**src/sv/lsbse_pkg.sv**
```systemverilog
// Package for the LSB steganography embed/extract block.
// Holds register indexes, status codes, mode codes and mask helpers.
// No dependencies.
package lsbse_pkg;

  localparam int unsigned BufferBits = 16;
  localparam int unsigned BufCntW    = $clog2(BufferBits + 1);
  localparam int unsigned LenW       = 24;
  localparam int unsigned BpcW       = 4;
  localparam int unsigned GatherW    = 16;
  localparam int unsigned GatherCntW = 4;
  localparam int unsigned CfgIdxW    = 2;
  localparam int unsigned CfgDataW   = 24;

  // Configuration register indexes
  typedef enum logic [CfgIdxW-1:0] {
    REG_MODE = 2'd0,
    REG_BPC  = 2'd1,
    REG_LEN  = 2'd2
  } reg_idx_e;

  typedef enum logic {
    MODE_EMBED   = 1'b0,
    MODE_EXTRACT = 1'b1
  } mode_e;

  typedef enum logic {
    ACT_LOAD  = 1'b0,
    ACT_COVER = 1'b1
  } action_e;

  typedef enum logic [1:0] {
    ST_OK    = 2'd0,
    ST_FULL  = 2'd1,
    ST_SHORT = 2'd2,
    ST_PASS  = 2'd3
  } status_e;

  // Low-bit mask of n ones, n in 0..8
  function automatic logic [BufferBits-1:0] buf_mask(input logic [BpcW-1:0] n);
    logic [BufferBits-1:0] one;
    one = {{(BufferBits-1){1'b0}}, 1'b1};
    return (one << n) - one;
  endfunction

  function automatic logic [7:0] byte_mask(input logic [BpcW-1:0] n);
    return (n >= BpcW'(8)) ? 8'hFF : ((8'h01 << n) - 8'h01);
  endfunction

endpackage

```
**src/sv/lsbse_req_if.sv**
```systemverilog
// Request channel of the LSB steganography block: valid/ready plus payload.
// Depends on lsbse_pkg.
interface lsbse_req_if
  import lsbse_pkg::*;
();
  logic    valid;
  logic    ready;
  action_e action;
  logic [7:0] data_byte;

  modport source (output valid, action, data_byte, input ready);
  modport sink   (input valid, action, data_byte, output ready);
endinterface

```
**src/sv/lsbse_res_if.sv**
```systemverilog
// Result channel of the LSB steganography block: valid/ready plus payload.
// Depends on lsbse_pkg.
interface lsbse_res_if
  import lsbse_pkg::*;
();
  logic       valid;
  logic       ready;
  logic [7:0] out_byte;
  status_e    status;
  logic       last;

  modport source (output valid, out_byte, status, last, input ready);
  modport sink   (input valid, out_byte, status, last, output ready);
endinterface

```
**src/sv/lsb_stego_embed_extract.sv**
```systemverilog
// Top level of the LSB steganography embedder/extractor.
// Depends on lsbse_pkg, lsbse_req_if, lsbse_res_if.
//
//  channel  | dir | payload                      | handshake
//  ---------+-----+------------------------------+------------------
//  req_i    | in  | action, data_byte            | valid/ready
//  res_o    | out | out_byte, status, last       | valid/ready
//  cfg      | in  | cfg_idx_i, cfg_data_i        | cfg_we_i only
//
// One request per cycle; its result sits in the output register the cycle
// after acceptance. The single output register sets the rate: req_i.ready is
// high whenever that register is empty or being drained in the same cycle.
// Loads and extract steps that produce no result simply do not fill it.
// rst_ni clears the stream state and the output valid and loads the register reset values.
module lsb_stego_embed_extract
  import lsbse_pkg::*;
(
  input  logic                clk_i,
  input  logic                rst_ni,
  input  logic                cfg_we_i,
  input  logic [CfgIdxW-1:0]  cfg_idx_i,
  input  logic [CfgDataW-1:0] cfg_data_i,
  lsbse_req_if.sink           req_i,
  lsbse_res_if.source         res_o
);

  // Configuration registers
  mode_e           mode_q;
  logic [BpcW-1:0] bpc_q;
  logic [LenW-1:0] len_q;

  always_ff @(posedge clk_i or negedge rst_ni) begin
    if (!rst_ni) begin
      mode_q <= MODE_EMBED;
      bpc_q  <= BpcW'(1);
      len_q  <= '0;
    end else if (cfg_we_i) begin
      unique case (cfg_idx_i)
        REG_MODE: mode_q <= mode_e'(cfg_data_i[0]);
        REG_BPC:  bpc_q  <= cfg_data_i[BpcW-1:0];
        REG_LEN:  len_q  <= cfg_data_i[LenW-1:0];
        default:  ;
      endcase
    end
  end

  // Stream state
  logic [BufferBits-1:0] buf_q, buf_d;
  logic [BufCntW-1:0]    bcnt_q, bcnt_d;
  logic [LenW-1:0]       done_q, done_d;
  logic [GatherW-1:0]    gath_q, gath_d;
  logic [GatherCntW-1:0] gcnt_q, gcnt_d;

  // Output register
  logic       res_valid_q, res_valid_d;
  logic [7:0] res_byte_q, res_byte_d;
  status_e    res_status_q, res_status_d;
  logic       res_last_q, res_last_d;

  logic accept;
  assign req_i.ready = !res_valid_q || res_o.ready;
  assign accept      = req_i.valid && req_i.ready;

  // Step logic
  logic [BpcW-1:0]       bpc;
  logic [LenW-1:0]       remaining;
  logic [BpcW-1:0]       n;
  logic                  ended;
  logic [LenW-1:0]       done_inc;
  logic [7:0]            sec_bits;
  logic [GatherW-1:0]    gath_sum;
  logic [GatherCntW-1:0] gcnt_sum;
  logic                  step_valid;
  logic [7:0]            step_byte;
  status_e               step_status;
  logic                  step_last;

  always_comb begin
    // clamp bits per channel to 1..8
    if (bpc_q == '0) begin
      bpc = BpcW'(1);
    end else if (bpc_q > BpcW'(8)) begin
      bpc = BpcW'(8);
    end else begin
      bpc = bpc_q;
    end
    ended     = (done_q >= len_q);
    remaining = len_q - done_q;
    n         = (remaining < LenW'(bpc)) ? remaining[BpcW-1:0] : bpc;
    done_inc  = done_q + LenW'(n);
    sec_bits  = buf_q[7:0] & byte_mask(n);
    gath_sum  = gath_q | (GatherW'(req_i.data_byte & byte_mask(n)) << gcnt_q);
    gcnt_sum  = gcnt_q + GatherCntW'(n);

    buf_d       = buf_q;
    bcnt_d      = bcnt_q;
    done_d      = done_q;
    gath_d      = gath_q;
    gcnt_d      = gcnt_q;
    step_valid  = 1'b0;
    step_byte   = req_i.data_byte;
    step_status = ST_OK;
    step_last   = 1'b0;

    if (req_i.action == ACT_LOAD) begin
      // secret byte load
      if (mode_q == MODE_EMBED) begin
        if (BufCntW'(bcnt_q + BufCntW'(8)) > BufCntW'(BufferBits)
            || bcnt_q > BufCntW'(BufferBits - 8)) begin
          step_valid  = 1'b1;
          step_byte   = '0;
          step_status = ST_FULL;
        end else begin
          buf_d  = buf_q | (BufferBits'(req_i.data_byte) << bcnt_q);
          bcnt_d = bcnt_q + BufCntW'(8);
        end
      end
    end else if (mode_q == MODE_EMBED) begin
      // embed into cover byte
      step_valid = 1'b1;
      if (ended) begin
        step_status = ST_PASS;
      end else begin
        if (bcnt_q < BufCntW'(n)) begin
          step_status = ST_SHORT;
          buf_d       = '0;
          bcnt_d      = '0;
        end else begin
          buf_d  = buf_q >> n;
          bcnt_d = bcnt_q - BufCntW'(n);
        end
        done_d    = done_inc;
        step_byte = (req_i.data_byte & ~byte_mask(bpc)) | sec_bits;
        step_last = (done_inc == len_q);
      end
    end else begin
      // extract from cover byte
      if (ended) begin
        if (gcnt_q != '0) begin
          step_valid = 1'b1;
          step_byte  = gath_q[7:0];
          step_last  = 1'b1;
          gath_d     = '0;
          gcnt_d     = '0;
        end
      end else begin
        done_d = done_inc;
        if (gcnt_sum >= GatherCntW'(8)) begin
          step_valid = 1'b1;
          step_byte  = gath_sum[7:0];
          gath_d     = gath_sum >> 8;
          gcnt_d     = gcnt_sum - GatherCntW'(8);
          step_last  = (done_inc == len_q) && (gcnt_d == '0);
        end else if (done_inc == len_q) begin
          step_valid = 1'b1;
          step_byte  = gath_sum[7:0];
          step_last  = 1'b1;
          gath_d     = '0;
          gcnt_d     = '0;
        end else begin
          gath_d = gath_sum;
          gcnt_d = gcnt_sum;
        end
      end
    end
  end

  // Output register next values
  always_comb begin
    res_valid_d  = res_valid_q && !res_o.ready;
    res_byte_d   = res_byte_q;
    res_status_d = res_status_q;
    res_last_d   = res_last_q;
    if (accept) begin
      res_valid_d = step_valid;
      if (step_valid) begin
        res_byte_d   = step_byte;
        res_status_d = step_status;
        res_last_d   = step_last;
      end
    end
  end

  // State and output register update
  always_ff @(posedge clk_i or negedge rst_ni) begin
    if (!rst_ni) begin
      buf_q       <= '0;
      bcnt_q      <= '0;
      done_q      <= '0;
      gath_q      <= '0;
      gcnt_q      <= '0;
      res_valid_q <= 1'b0;
    end else begin
      res_valid_q <= res_valid_d;
      if (accept) begin
        buf_q  <= buf_d;
        bcnt_q <= bcnt_d;
        done_q <= done_d;
        gath_q <= gath_d;
        gcnt_q <= gcnt_d;
      end
    end
  end

  always_ff @(posedge clk_i) begin
    res_byte_q   <= res_byte_d;
    res_status_q <= res_status_d;
    res_last_q   <= res_last_d;
  end

  assign res_o.valid    = res_valid_q;
  assign res_o.out_byte = res_byte_q;
  assign res_o.status   = res_status_q;
  assign res_o.last     = res_last_q;

`ifndef SYNTHESIS
  // buffer fill never exceeds its capacity
  a_bcnt_bound: assert property (@(posedge clk_i) disable iff (!rst_ni)
    bcnt_q <= BufCntW'(BufferBits))
    else $error("bit buffer count over capacity");

  // leftover gathered bits are always less than a byte
  a_gcnt_bound: assert property (@(posedge clk_i) disable iff (!rst_ni)
    gcnt_q < GatherCntW'(8))
    else $error("gather count holds a full byte");

  // a rejected load reports a zero byte that is never last
  a_full_result: assert property (@(posedge clk_i) disable iff (!rst_ni)
    (res_o.valid && res_o.status == ST_FULL) |-> (res_o.out_byte == 8'h00 && !res_o.last))
    else $error("bad buffer-full result");

  // an accepted embed load grows the buffer by one byte
  a_load_grow: assert property (@(posedge clk_i) disable iff (!rst_ni)
    (accept && req_i.action == ACT_LOAD && mode_q == MODE_EMBED
     && bcnt_q <= BufCntW'(BufferBits - 8))
    |=> (bcnt_q == $past(bcnt_q) + BufCntW'(8)))
    else $error("load did not grow bit buffer");
`endif

endmodule
```
**src/flat_wrapper.sv**
```systemverilog
// flat-port wrapper written by rule: the top's interface ports become plain ports
module lsb_stego_embed_extract_flat import lsbse_pkg::*;
  (clk_i, rst_ni, cfg_we_i, cfg_idx_i, cfg_data_i, req_i_valid, req_i_action, req_i_data_byte, req_i_ready, res_o_valid, res_o_out_byte, res_o_status, res_o_last, res_o_ready);
  lsbse_req_if req_i_i ();
  lsbse_res_if res_o_i ();
  input  logic clk_i;
  input  logic rst_ni;
  input  logic cfg_we_i;
  input  logic [CfgIdxW-1:0] cfg_idx_i;
  input  logic [CfgDataW-1:0] cfg_data_i;
  input wire logic [$bits(req_i_i.valid)-1:0] req_i_valid;
  input wire logic [$bits(req_i_i.action)-1:0] req_i_action;
  input wire logic [$bits(req_i_i.data_byte)-1:0] req_i_data_byte;
  output wire logic [$bits(req_i_i.ready)-1:0] req_i_ready;
  output wire logic [$bits(res_o_i.valid)-1:0] res_o_valid;
  output wire logic [$bits(res_o_i.out_byte)-1:0] res_o_out_byte;
  output wire logic [$bits(res_o_i.status)-1:0] res_o_status;
  output wire logic [$bits(res_o_i.last)-1:0] res_o_last;
  input wire logic [$bits(res_o_i.ready)-1:0] res_o_ready;
  assign req_i_i.valid = req_i_valid;
  assign req_i_i.action = req_i_action;
  assign req_i_i.data_byte = req_i_data_byte;
  assign req_i_ready = req_i_i.ready;
  assign res_o_valid = res_o_i.valid;
  assign res_o_out_byte = res_o_i.out_byte;
  assign res_o_status = res_o_i.status;
  assign res_o_last = res_o_i.last;
  assign res_o_i.ready = res_o_ready;
  lsb_stego_embed_extract u_core (.clk_i(clk_i), .rst_ni(rst_ni), .cfg_we_i(cfg_we_i), .cfg_idx_i(cfg_idx_i), .cfg_data_i(cfg_data_i), .req_i(req_i_i), .res_o(res_o_i));
endmodule
```
**config.mk**
```make
export PLATFORM = sky130hd
export DESIGN_NAME = lsb_stego_embed_extract_flat
export DESIGN_NICKNAME = d
export VERILOG_FILES = /design/src/sv/lsbse_pkg.sv /design/src/sv/lsbse_req_if.sv /design/src/sv/lsbse_res_if.sv /design/src/sv/lsb_stego_embed_extract.sv /design/src/flat_wrapper.sv
export SDC_FILE = /design/constraint.sdc
export NUM_CORES = 1
export LEC_CHECK = 0
export ABC_AREA = 0
export BUFFER_PORTS_ARGS = -buffer_cell sky130_fd_sc_hd__buf_4
export CAP_MARGIN = 20
export CORE_MARGIN = 2
export CORE_UTILIZATION = 45
export CTS_CLUSTER_DIAMETER = 50
export DETAILED_ROUTE_END_ITERATION = 10
export SLEW_MARGIN = 20
export SYNTH_ARGS = -nofsm -noshare
export SYNTH_HDL_FRONTEND = slang
export SYNTH_SLANG_ARGS = --single-unit
```
**constraint.sdc**
```tcl
create_clock -name clk_i -period 9.7 [get_ports clk_i]
set_input_delay 0.485 -clock clk_i [delete_from_list [all_inputs] [get_ports clk_i]]
set_output_delay 0.485 -clock clk_i [all_outputs]
set_load 0.02 [all_outputs]
```
# [Yosys cells after proc, flatten, opt, wreduce, memory -nomap -nowiden]
# Cells that the tools add are included.
[word_totals] out_inout_bits=13 regBits=106 elab_cells=120
[op_classes] n_shift=5 n_eq_ne=6 n_reduce_logical=18 magnitude_cmp=9 mux=53 addsub=8 bitwise_logic=9
[op_table] op="$mux W16" count=10
[op_table] op="$mux W8" count=11
[op_table] op="$or A16 B16 Y16" count=2
[op_table] op="$mux W5" count=6
[op_table] op="$mux W4" count=7
[op_table] op="$add A24 B4 Y24" count=1
[op_table] op="$and A8 B8 Y8" count=3
[op_table] op="$eq A24 B24 Y1" count=1
[op_table] op="$ge A24 B24 Y1" count=1
[op_table] op="$lt A24 B4 Y1" count=1
[op_table] op="$sub A24 B24 Y24" count=1
[op_table] op="$shl A1 B4 Y8 const A" count=2
[op_table] op="$shl A16 B4 Y16" count=1
[op_table] op="$shl A8 B5 Y16" count=1
[op_table] op="$shr A16 B4 Y16" count=1
[op_table] op="$sub A8 B1 Y8 const B" count=2
[op_table] op="$mux W1" count=14
[op_table] op="$ge A4 B4 Y1 const B" count=3
[op_table] op="$mux W2" count=5
[op_table] op="$logic_not A4 Y1" count=2
[op_table] op="$not A8 Y8" count=1
[op_table] op="$or A8 B8 Y8" count=1
[op_table] op="$reduce_and A2 Y1" count=4
[op_table] op="$reduce_and A4 Y1" count=2
[op_table] op="other kinds (18)" count=25

# [Logic depth before layout (Yosys ltp)]
# Gate-level depths: netlist of the first run.
[depth] depth_word=16 mapped_depth=33

# [Worst setup path after synthesis of the first run]
# No wires, ideal clock.
[synth_path] kind="register to register" start="register u_core.done_q[1]" end="register u_core.res_last_q, in the netlist u_core.res_o.last, enable pin" stages_incl_launch_ff=33 setup_ns=0.378 path_buffers=2 setup_slack_ns=2.022 arrival_time_ns=7.300 path_cell_list="dfrtp_1 -> inv_1 -> ha_1 -> nand2b_1 -> nand2b_1 -> a21oi_1 -> xnor2_1 -> ha_1 -> a21oi_1 -> o21ai_0 -> or4_1 -> nor4_1 -> o2111ai_1 -> nor4_2 -> buf_2 -> a21oi_1 -> nor2_1 -> inv_1 -> buf_2 -> ha_1 -> a21oi_1 -> a21oi_1 -> o2111ai_1 -> or2_2 -> o21ai_0 -> o21bai_1 -> a211oi_1 -> nand4_1 -> inv_1 -> a21oi_1 -> a21oi_1 -> a21boi_0 -> nor2_1"
[synth_between] elab_chain_len=11 elab_cells_between_ends=14
[synth_rtl] element="start: declaration" line_no="lsb_stego_embed_extract.sv:50" text="logic [LenW-1:0] done_q, done_d;"
[synth_rtl] element="start signal: assignment" line_no="lsb_stego_embed_extract.sv:198" text="done_q <= done_d;"
[synth_rtl] element="$sub A24 B24 Y24" line_no="lsb_stego_embed_extract.sv:88" text="remaining = len_q - done_q;"
[synth_rtl] element="$lt A24 B4 Y1" line_no="lsb_stego_embed_extract.sv:89" text="n = (remaining < LenW'(bpc)) ? remaining[BpcW-1:0] : bpc;"
[synth_rtl] element="$mux W4" line_no="lsb_stego_embed_extract.sv:89"
[synth_rtl] element="$add A24 B4 Y24" line_no="lsb_stego_embed_extract.sv:90" text="done_inc = done_q + LenW'(n);"
[synth_rtl] element="$eq A24 B24 Y1" line_no="lsb_stego_embed_extract.sv:154" text="end else if (done_inc == len_q) begin"
[synth_rtl] element="$mux W1" line_no="lsb_stego_embed_extract.sv:154"
[synth_rtl] element="$mux W1" line_no="lsb_stego_embed_extract.sv:148" text="if (gcnt_sum >= GatherCntW'(8)) begin"
[synth_rtl] element="$mux W1 *" line_no="lsb_stego_embed_extract.sv:138" text="if (ended) begin"
[synth_rtl] element="$mux W1 *" line_no="lsb_stego_embed_extract.sv:118" text="end else if (mode_q == MODE_EMBED) begin"
[synth_rtl] element="$mux W1 *" line_no="lsb_stego_embed_extract.sv:105" text="if (req_i.action == ACT_LOAD) begin"
[synth_rtl] element="$reduce_and A2 Y1 (no source line) *"
[synth_rtl] element="end signal: assignment" line_no="lsb_stego_embed_extract.sv:208" text="res_last_q <= res_last_d;"
[synth_rtl] element="end: declaration" line_no="lsb_stego_embed_extract.sv:58" text="logic res_last_q, res_last_d;"
# Mark *: on every way between the ends. The rest lies on a longest branch, timed or not.
# A chain may end at the register's enable or synchronous reset.

# [Worst setup path in the final report of the first run]
[layout_path] start="register u_core.len_q[0]" end="register u_core.res_status_q[0], in the netlist u_core.res_o.status[0], enable pin"
[layout_between] elab_chain_len=11 elab_cells_between_ends=14
[layout_rtl] element="start: declaration" line_no="lsb_stego_embed_extract.sv:30" text="logic [LenW-1:0] len_q;"
[layout_rtl] element="start signal: assignment" line_no="lsb_stego_embed_extract.sv:41" text="REG_LEN: len_q <= cfg_data_i[LenW-1:0];"
[layout_rtl] element="$sub A24 B24 Y24" line_no="lsb_stego_embed_extract.sv:88"
[layout_rtl] element="$lt A24 B4 Y1" line_no="lsb_stego_embed_extract.sv:89"
[layout_rtl] element="$mux W4" line_no="lsb_stego_embed_extract.sv:89"
[layout_rtl] element="$add A24 B4 Y24" line_no="lsb_stego_embed_extract.sv:90"
[layout_rtl] element="$eq A24 B24 Y1" line_no="lsb_stego_embed_extract.sv:154"
[layout_rtl] element="$mux W1" line_no="lsb_stego_embed_extract.sv:154"
[layout_rtl] element="$mux W1" line_no="lsb_stego_embed_extract.sv:148"
[layout_rtl] element="$mux W1 *" line_no="lsb_stego_embed_extract.sv:138"
[layout_rtl] element="$mux W1 *" line_no="lsb_stego_embed_extract.sv:118"
[layout_rtl] element="$mux W1 *" line_no="lsb_stego_embed_extract.sv:105"
[layout_rtl] element="$reduce_and A2 Y1 (no source line) *"
[layout_rtl] element="end signal: assignment" line_no="lsb_stego_embed_extract.sv:207" text="res_status_q <= res_status_d;"
[layout_rtl] element="end: declaration" line_no="lsb_stego_embed_extract.sv:57" text="status_e res_status_q, res_status_d;"
# Marked as above.

==> impl_summary.log, run 1 <==
[metrics] sequential fraction of the synthesis area: 0.268
[metrics] detailed-route wire length per cell: 21.0 um
[metrics] maximum number of pins on one net before global-route repair: 50
[metrics] Resize count post-CTS: 0
[metrics] PnR worst setup slack: 839 ps
[metrics] type of the tightest min-delay check: primary input to asynchronous set/reset pin
[metrics] min Tclk post-route: 8860 ps
[metrics] most numerous cell on the critical path: inv_1
[metrics] syn nets: 1358
[metrics] Yosys top cell area share: 0.233
[metrics] Slew Limit Headroom: 0.302
[metrics] Worst Path Class, Setup: flop to flop
[metrics] outcome: complete, no violations
[metrics] master cell of the clock root buffer: clkbuf_16
[metrics] DR pass1 iterations: 5
[metrics] die outline width: 154 um
[metrics] core area: 22000 um2
[metrics] final count of pins violating max slew: 0
[metrics] leading post-synthesis cells by instance count: nand2_1 (138), a21oi_1 (100), dfrtp_1 (94)
[metrics] total of warnings raised by yosys: 0
[metrics] multiplexer fraction of the synthesized cell area: 0.0833
[metrics] Vert. Die Dim: 154 um
[metrics] unrepaired setup endpoints after global routing: no
[metrics] number of vias per cell after detailed routing: 6.40
[metrics] Overflow after GRT: 0
[metrics] post-synthesis to final-layout area growth: 8.80%
[metrics] Clock Skew: 10.1 ps
[metrics] Cell variety after synth: 82
[metrics] TritonCTS clock tree: built
[metrics] type of element launching the critical path: flop
[metrics] routed wire length: 32900 um
[metrics] total global-route track usage: 0.280
[metrics] number of antenna violations at the first check in global routing: 0
[metrics] CTS clock-pin slew for the worst setup and hold paths: 80 ps
[metrics] cell type with the highest aggregate area in the netlist: dfrtp_1
[metrics] Mapped Cells: 1274
[metrics] data arrival at the endpoint of the critical path: 8940 ps
[metrics] library cell with the highest instance count after synthesis: nand2_1
[metrics] Max Fanout on Critical Path: 27
[metrics] # clock sinks: 106
[metrics] via count: 10000
[metrics] compound-gate portion of the synthesized area: 0.278
[metrics] vias in the first global route: 9543
[metrics] Synth Area in Simple Gates: 0.200
[metrics] Initial Util: 0.461
[metrics] cell with the largest stage delay on the worst path: or4_1
[metrics] First DRT Iteration DRCs: 989
[metrics] DPL Wire Length: 24900 um
[metrics] share of final-layout standard cells stronger than drive strength 1: 0.118
[metrics] Setup Total Neg Slack: 0 ps
[metrics] post-synthesis async set-or-reset flop share: 0.896
[metrics] final antenna diode count: 0
[metrics] static leakage: 4.50 nW
[metrics] post-synthesis average cell area: 7.94 um2
[metrics] combinational family with the most area after synthesis: compound AO/OA/AOI/OAI gates
[metrics] power per standard cell area: 258 nW/um2
[metrics] buffers from clock root to sink, at most: 2
[metrics] Die Outline Area: 23700 um2
[metrics] pin slew with the least headroom to its limit: 1040 ps
[metrics] CTS H-tree depth: 3
[metrics] required time worst endpoint: 9780 ps
[metrics] row count: 54
[metrics] Crit. End Element: flop
[metrics] Final nets: 1363
[metrics] number of buffers added to fix hold violations after cts: 0
[metrics] cell types with the largest area share after synthesis: dfrtp_1 (23%), nand2_1 (5.1%), ha_1 (5.1%)
[metrics] clock insertion delay at the later pin of the skew report: 370 ps
[metrics] adder and majority cell fraction of the synthesized area: 0.0577
[metrics] count of input and output buffers: 52
[metrics] global placer's final weighted congestion: 0.921
[metrics] top achievable clock speed: 113 MHz
[metrics] peak supply drop: 0.129 mV
[metrics] CTS Buf Count: 9
[metrics] residual DRC count: 0
[metrics] Max Cap Violations: 0
[metrics] xor-xnor portion of the synthesized cell area: 0.0598
[metrics] ratio of final minimum period to clock period: 0.913
[metrics] worst slack after detailed placement: 868 ps
[metrics] final-report setup violation count: 0
[metrics] register bit count reported by yosys: 106
[metrics] delay contributed by the slowest stage of the critical path: 510 ps
[metrics] IO Pins: 53
[metrics] number of flops mapped to enable cells by yosys: 11
[metrics] global-route wire length before repair: 52800 um
[metrics] endpoints failing hold: 0
[metrics] number of buffers inserted to repair setup after CTS: 0
[metrics] Post-Syn Area: 10100 um2
[metrics] residual antenna-violating net count after detailed routing: 0
[metrics] most instantiated flip-flop cell in the synthesis netlist: dfrtp_1
-- per-layer routing --
metal	global-route usage	up-vias	part of all wire
met5	0	-	0
met4	0.104	0	0.034
met3	0.0457	70	0.065
met2	0.476	403	0.48
met1	0.360	4789	0.42
li1	-	4744	-
-- path summary, 6_finish.rpt --
check                             startpoint                      to  slack [ps]  depth (start not counted)
max                          u_core.len_q[0]  u_core.res_o.status[0]         840                         35
min                                   rst_ni         u_core.buf_q[6]         110                          1
max reg2reg                  u_core.len_q[0]  u_core.res_o.status[0]         840                         35
max in group asynchronous             rst_ni        u_core.len_q[22]        8490                          2
min reg2reg                u_core.gath_q[10]       u_core.gath_q[10]         490                          2
min in group clk_i            cfg_data_i[11]        u_core.len_q[11]         340                          2
-- logic make-up (layout without fill, tap and decap cells) --
| logic type | count (synthesis) | count (layout) |
|---|---|---|
| buffers and inverters | 136 | 146 |
| flip-flops | 106 | 106 |
| other | 1 | 1 |
| AO/OA/AOI/OAI | 417 | 417 |
| adder cells (fa/ha/maj) | 45 | 45 |
| multiplexers | 78 | 78 |
| AND/OR/NAND/NOR | 422 | 422 |
| XOR/XNOR | 69 | 69 |
-- layout by cell type, fill, tap and decap left out, types with 8 or more instances in the layout --
cell       instances
a211oi_1          30
a21boi_0           8
a21o_1            19
a21oi_1           99
a22oi_1            8
a311oi_1          13
a31oi_1           16
and2_1            12
and3_1            12
buf_4             71
clkbuf_16          9
dfrtp_1           94
edfxtp_1          11
ha_1              41
inv_1             54
mux2_2            39
mux2i_1           38
nand2_1          138
nand2b_1          19
nand3_1           42
nand4_1           23
nor2_1            91
nor3_1            38
o211ai_1          23
o21a_1            13
o21ai_0           77
o21bai_1           8
o22ai_1           15
xnor2_1           52
xor2_1            16
-- worst max-delay path, delay by kind of cell (launching register included) --
family                   cells  cell delay, ps
AND/OR/NAND/NOR             10            2400
XOR/XNOR                     2             530
flip-flops                   1             410
AO/OA/AOI/OAI                9            2030
adder cells (fa/ha/maj)      5            1570
buffers and inverters        9            1610
-- layout make-up --
class	instances	area, um2
multi-input cells	1032	6910
clock buffers	10	229
inverters	59	221
flip-flops and latches	106	2710
clock inverters	6	50.0
fillers	2163	11000
well taps	280	350
repair buffers	71	533
-- power by group --
group	switching, mW	internal, mW
logic	1.06	0.671
clock network	0.191	0.178
registers	0.181	0.561
total	1.43	1.41
-- state kept, by name, indices dropped and copies added, names as in the netlist --
signal	flops
u_core.mode_q	1
u_core.bcnt_q	5
u_core.res_o.status	2
u_core.done_q	24
u_core.buf_q	16
u_core.bpc_q	4
u_core.len_q	24
u_core.res_o.out_byte	8
u_core.res_o.last	1
u_core.gcnt_q	4
u_core.gath_q	16
u_core.res_o.valid	1
-- metrics by stage --
stage | std cells | instance area (um2) | total power [mW] | utilization | hold slack, ps
2_1_floorplan | 1274 | 10100 | 1.95 | - | 189
3_3_place_gp | 1548 | 10700 | 2.43 | 0.488 | 461
3_5_place_dp | 1548 | 10700 | 2.43 | 0.488 | 467
4_1_cts | 1564 | 11000 | 2.81 | 0.500 | 141
5_1_grt | 1564 | 11000 | 3.05 | 0.501 | 180
6_report | 1564 | 11000 | 2.84 | 0.501 | 115
Power figures use the tool's default switching activity.
==> inputs of run 2 (changes only) <==
- CORE_UTILIZATION: 45 -> 63
- PLACE_DENSITY: unset -> 0.82
==> run 2 against run 1 <==
Register-to-register slack worse by 170 ps. Sequential power up 1%. Critical path type unchanged. Non-clock buffer count down 2. Highest routed layer unchanged. Largest cell class unchanged.
==> impl_summary.log, run 2 (synthesis gave the netlist of run 1 again) <==
[metrics] outcome: complete, no violations
[metrics] Max Cap Violations: 0 (unchanged)
[metrics] crit path launch: u_core.len_q[0]
[metrics] min Tclk post-route: 9030 ps (+172 ps)
[metrics] Crit path max-delay family: compound AO/OA/AOI/OAI gates
[metrics] CTS H-tree depth: 3 (unchanged)
[metrics] residual DRC count: 0 (unchanged)
[metrics] share of final-layout standard cells stronger than drive strength 1: 0.118 (-0.000595)
[metrics] row count: 46 (-15%)
[metrics] # clock sinks: 106 (unchanged)
[metrics] IO Pins: 53 (unchanged)
[metrics] final-report setup violation count: 0 (unchanged)
[metrics] detailed-route wire length per cell: 20.8 um (-1.1%)
[metrics] number of vias per cell after detailed routing: 6.87 (+7.4%)
[metrics] Overflow after GRT: 0 (unchanged)
[metrics] Setup Total Neg Slack: 0 ps (unchanged)
[metrics] TritonCTS clock tree: built
[metrics] Clock Skew: 9.94 ps (-0.182 ps)
[metrics] Die Outline Area: 17100 um2 (-28%)
[metrics] multi-input gate area in the final layout: 6910 um2 (about the same)
[metrics] Vert. Die Dim: 131 um (-15%)
[metrics] routed wire length: 31100 um (-5.3%)
[metrics] Buffers & Inverters on Critical Path: 7 (-2)
[metrics] total global-route track usage: 0.368 (+0.0876)
[metrics] type of element launching the critical path: flop
[metrics] endpoints failing hold: 0 (unchanged)
[metrics] First DRT Iteration DRCs: 1110 (+12%)
[metrics] residual antenna-violating net count after detailed routing: 0 (unchanged)
[metrics] most numerous cell on the critical path: inv_1
[metrics] vias in the first global route: 9535 (-0.084%)
[metrics] slack of the worst reg-to-reg path: 670 ps (-170 ps)
[metrics] most frequent cells in the layout: nand2_1 (138), a21oi_1 (100), dfrtp_1 (94)
[metrics] peak supply drop: 0.160 mV (+24%)
[metrics] type of the tightest min-delay check: primary input to asynchronous set/reset pin
[metrics] final count of pins violating max slew: 0 (unchanged)
[metrics] CTS Buf Count: 9 (unchanged)
[metrics] filler cell count in the final layout: 1388 (-36%)
[metrics] unrepaired setup endpoints after global routing: no
[metrics] worst flop-to-flop path endpoint: u_core.res_o.out_byte[1]
[metrics] buffers from clock root to sink, at most: 2 (unchanged)
[metrics] worst r2r src: u_core.len_q[0]
[metrics] instance count on the critical path: 32 (-8.6%)
[metrics] Final nets: 1361 (-0.15%)
[metrics] Initial Util: 0.641 (+0.181)
[metrics] most common cell after layout, fill and taps aside: nand2_1
[metrics] final antenna diode count: 0 (unchanged)
[metrics] CTS clock-pin slew for the worst setup and hold paths: 80 ps (about the same)
[metrics] global placer's final weighted congestion: 0.984 (+6.8%)
[metrics] power per standard cell area: 264 nW/um2 (+2.1%)
[metrics] maximum number of pins on one net before global-route repair: 51 (+2.0%)
[metrics] number of antenna violations at the first check in global routing: 0 (unchanged)
[metrics] count of input and output buffers: 52 (unchanged)
[metrics] Crit. End Element: flop
[metrics] tightest hold margin: 123 ps (+7.92 ps)
[metrics] DR pass1 iterations: 7 (+2)
[metrics] data arrival at the endpoint of the critical path: 9100 ps (+160 ps)
[metrics] master cell of the clock root buffer: clkbuf_16
[metrics] global-route wire length before repair: 49400 um (-6.5%)
[metrics] ratio of final minimum period to clock period: 0.931 (+0.0177)
[metrics] DPL Wire Length: 23200 um (-7.0%)
[metrics] required time worst endpoint: 9770 ps (about the same)
[metrics] Slew Limit Headroom: 0.298 (-0.00426)
[metrics] pin slew with the least headroom to its limit: 1040 ps (+1.28 ps)
[metrics] count of cells along the worst register-to-register path: 32 (-8.6%)
[metrics] Worst Path Class, Setup: flop to flop
[metrics] number of buffers inserted to repair setup after CTS: 0 (unchanged)
[metrics] die outline width: 131 um (-15%)
[metrics] registers with the highest flip-flop counts: u_core.done_q x24, u_core.len_q x24
[metrics] overall power: 2.89 mW (+1.7%)
[metrics] post-synthesis to final-layout area growth: 8.40%
[metrics] core area: 15800 um2 (-28%)
[metrics] register area: 2710 um2 (unchanged)
[metrics] Max Fanout on Critical Path: 18 (-33%)
[metrics] clock insertion delay at the later pin of the skew report: 370 ps (about the same)
[metrics] top achievable clock speed: 111 MHz (-1.9%)
[metrics] static leakage: 4.52 nW (+0.44%)
[metrics] share of the core filled with cells: 0.695 (+0.194)
[metrics] delay contributed by the slowest stage of the critical path: 630 ps (+120 ps)
[metrics] cell with the largest stage delay on the worst path: and2_1
[metrics] via count: 10300 (+2.8%)
-- run 2: final cells by class --
cell class / instances / area share
Clock buffer: 9 / 0.0205
Clock inverter: 7 / 0.0100
Inverter: 59 / 0.0202
Multi-Input combinational cell: 1032 / 0.630
Sequential cell: 106 / 0.247
Tap cell: 216 / 0.0247
Timing Repair Buffer: 69 / 0.0472
-- run 2: how the worst max path moves through the flow --
stage	end	slack, ps
CTS	u_core.res_o.out_byte[4]	670
global route	u_core.res_o.status[0]	20
floorplan	u_core.res_o.last	2020
global placement	u_core.res_o.last	1050
finish	u_core.res_o.out_byte[1]	670
detailed placement	u_core.res_o.out_byte[3]	700
-- run 2: worst reg2reg max path, delay by kind of cell (launching register included) --
kind	cells	cell delay [ps]
AOI/OAI and AO/OA	12	2720
xor gates and xnor gates	1	430
adders and majority gates	4	1320
buffers and inverters	7	1310
DFF	1	410
and+or+nand+nor	8	2600
-- run 2: power by group --
part	switching, mW	internal [mW]	leakage, nW	total (mW)
sequential	0.190	0.561	1.29	0.750
clock	0.189	0.232	0.165	0.421
combinational	1.05	0.667	3.06	1.72
total	1.43	1.46	4.52	2.89
-- run 2: what timing repair did --
item | CTS | global route
resized for setup | 0 | 1
setup endpoints to repair | 0 | 11
hold buffers | 0 | 0
-- run 2: per-stage QoR --
stage	area [um2]	cells	worst slack [ps]
floorplan	10100	1274	2020
global placement	10600	1482	1050
detailed placement	10600	1482	699
CTS	10900	1498	671
global route	11000	1498	21.3
finish	11000	1498	668
-- run 2: layer usage --
layer / GRT usage / vias up / wire (um) / share of wire
li1: - / 4756 / - / -
met1: 0.457 / 4820 / 12400 / 0.40
met2: 0.612 / 563 / 14400 / 0.46
met3: 0.0814 / 150 / 2760 / 0.089
met4: 0.171 / 0 / 1500 / 0.048
met5: 0 / - / 0 / 0
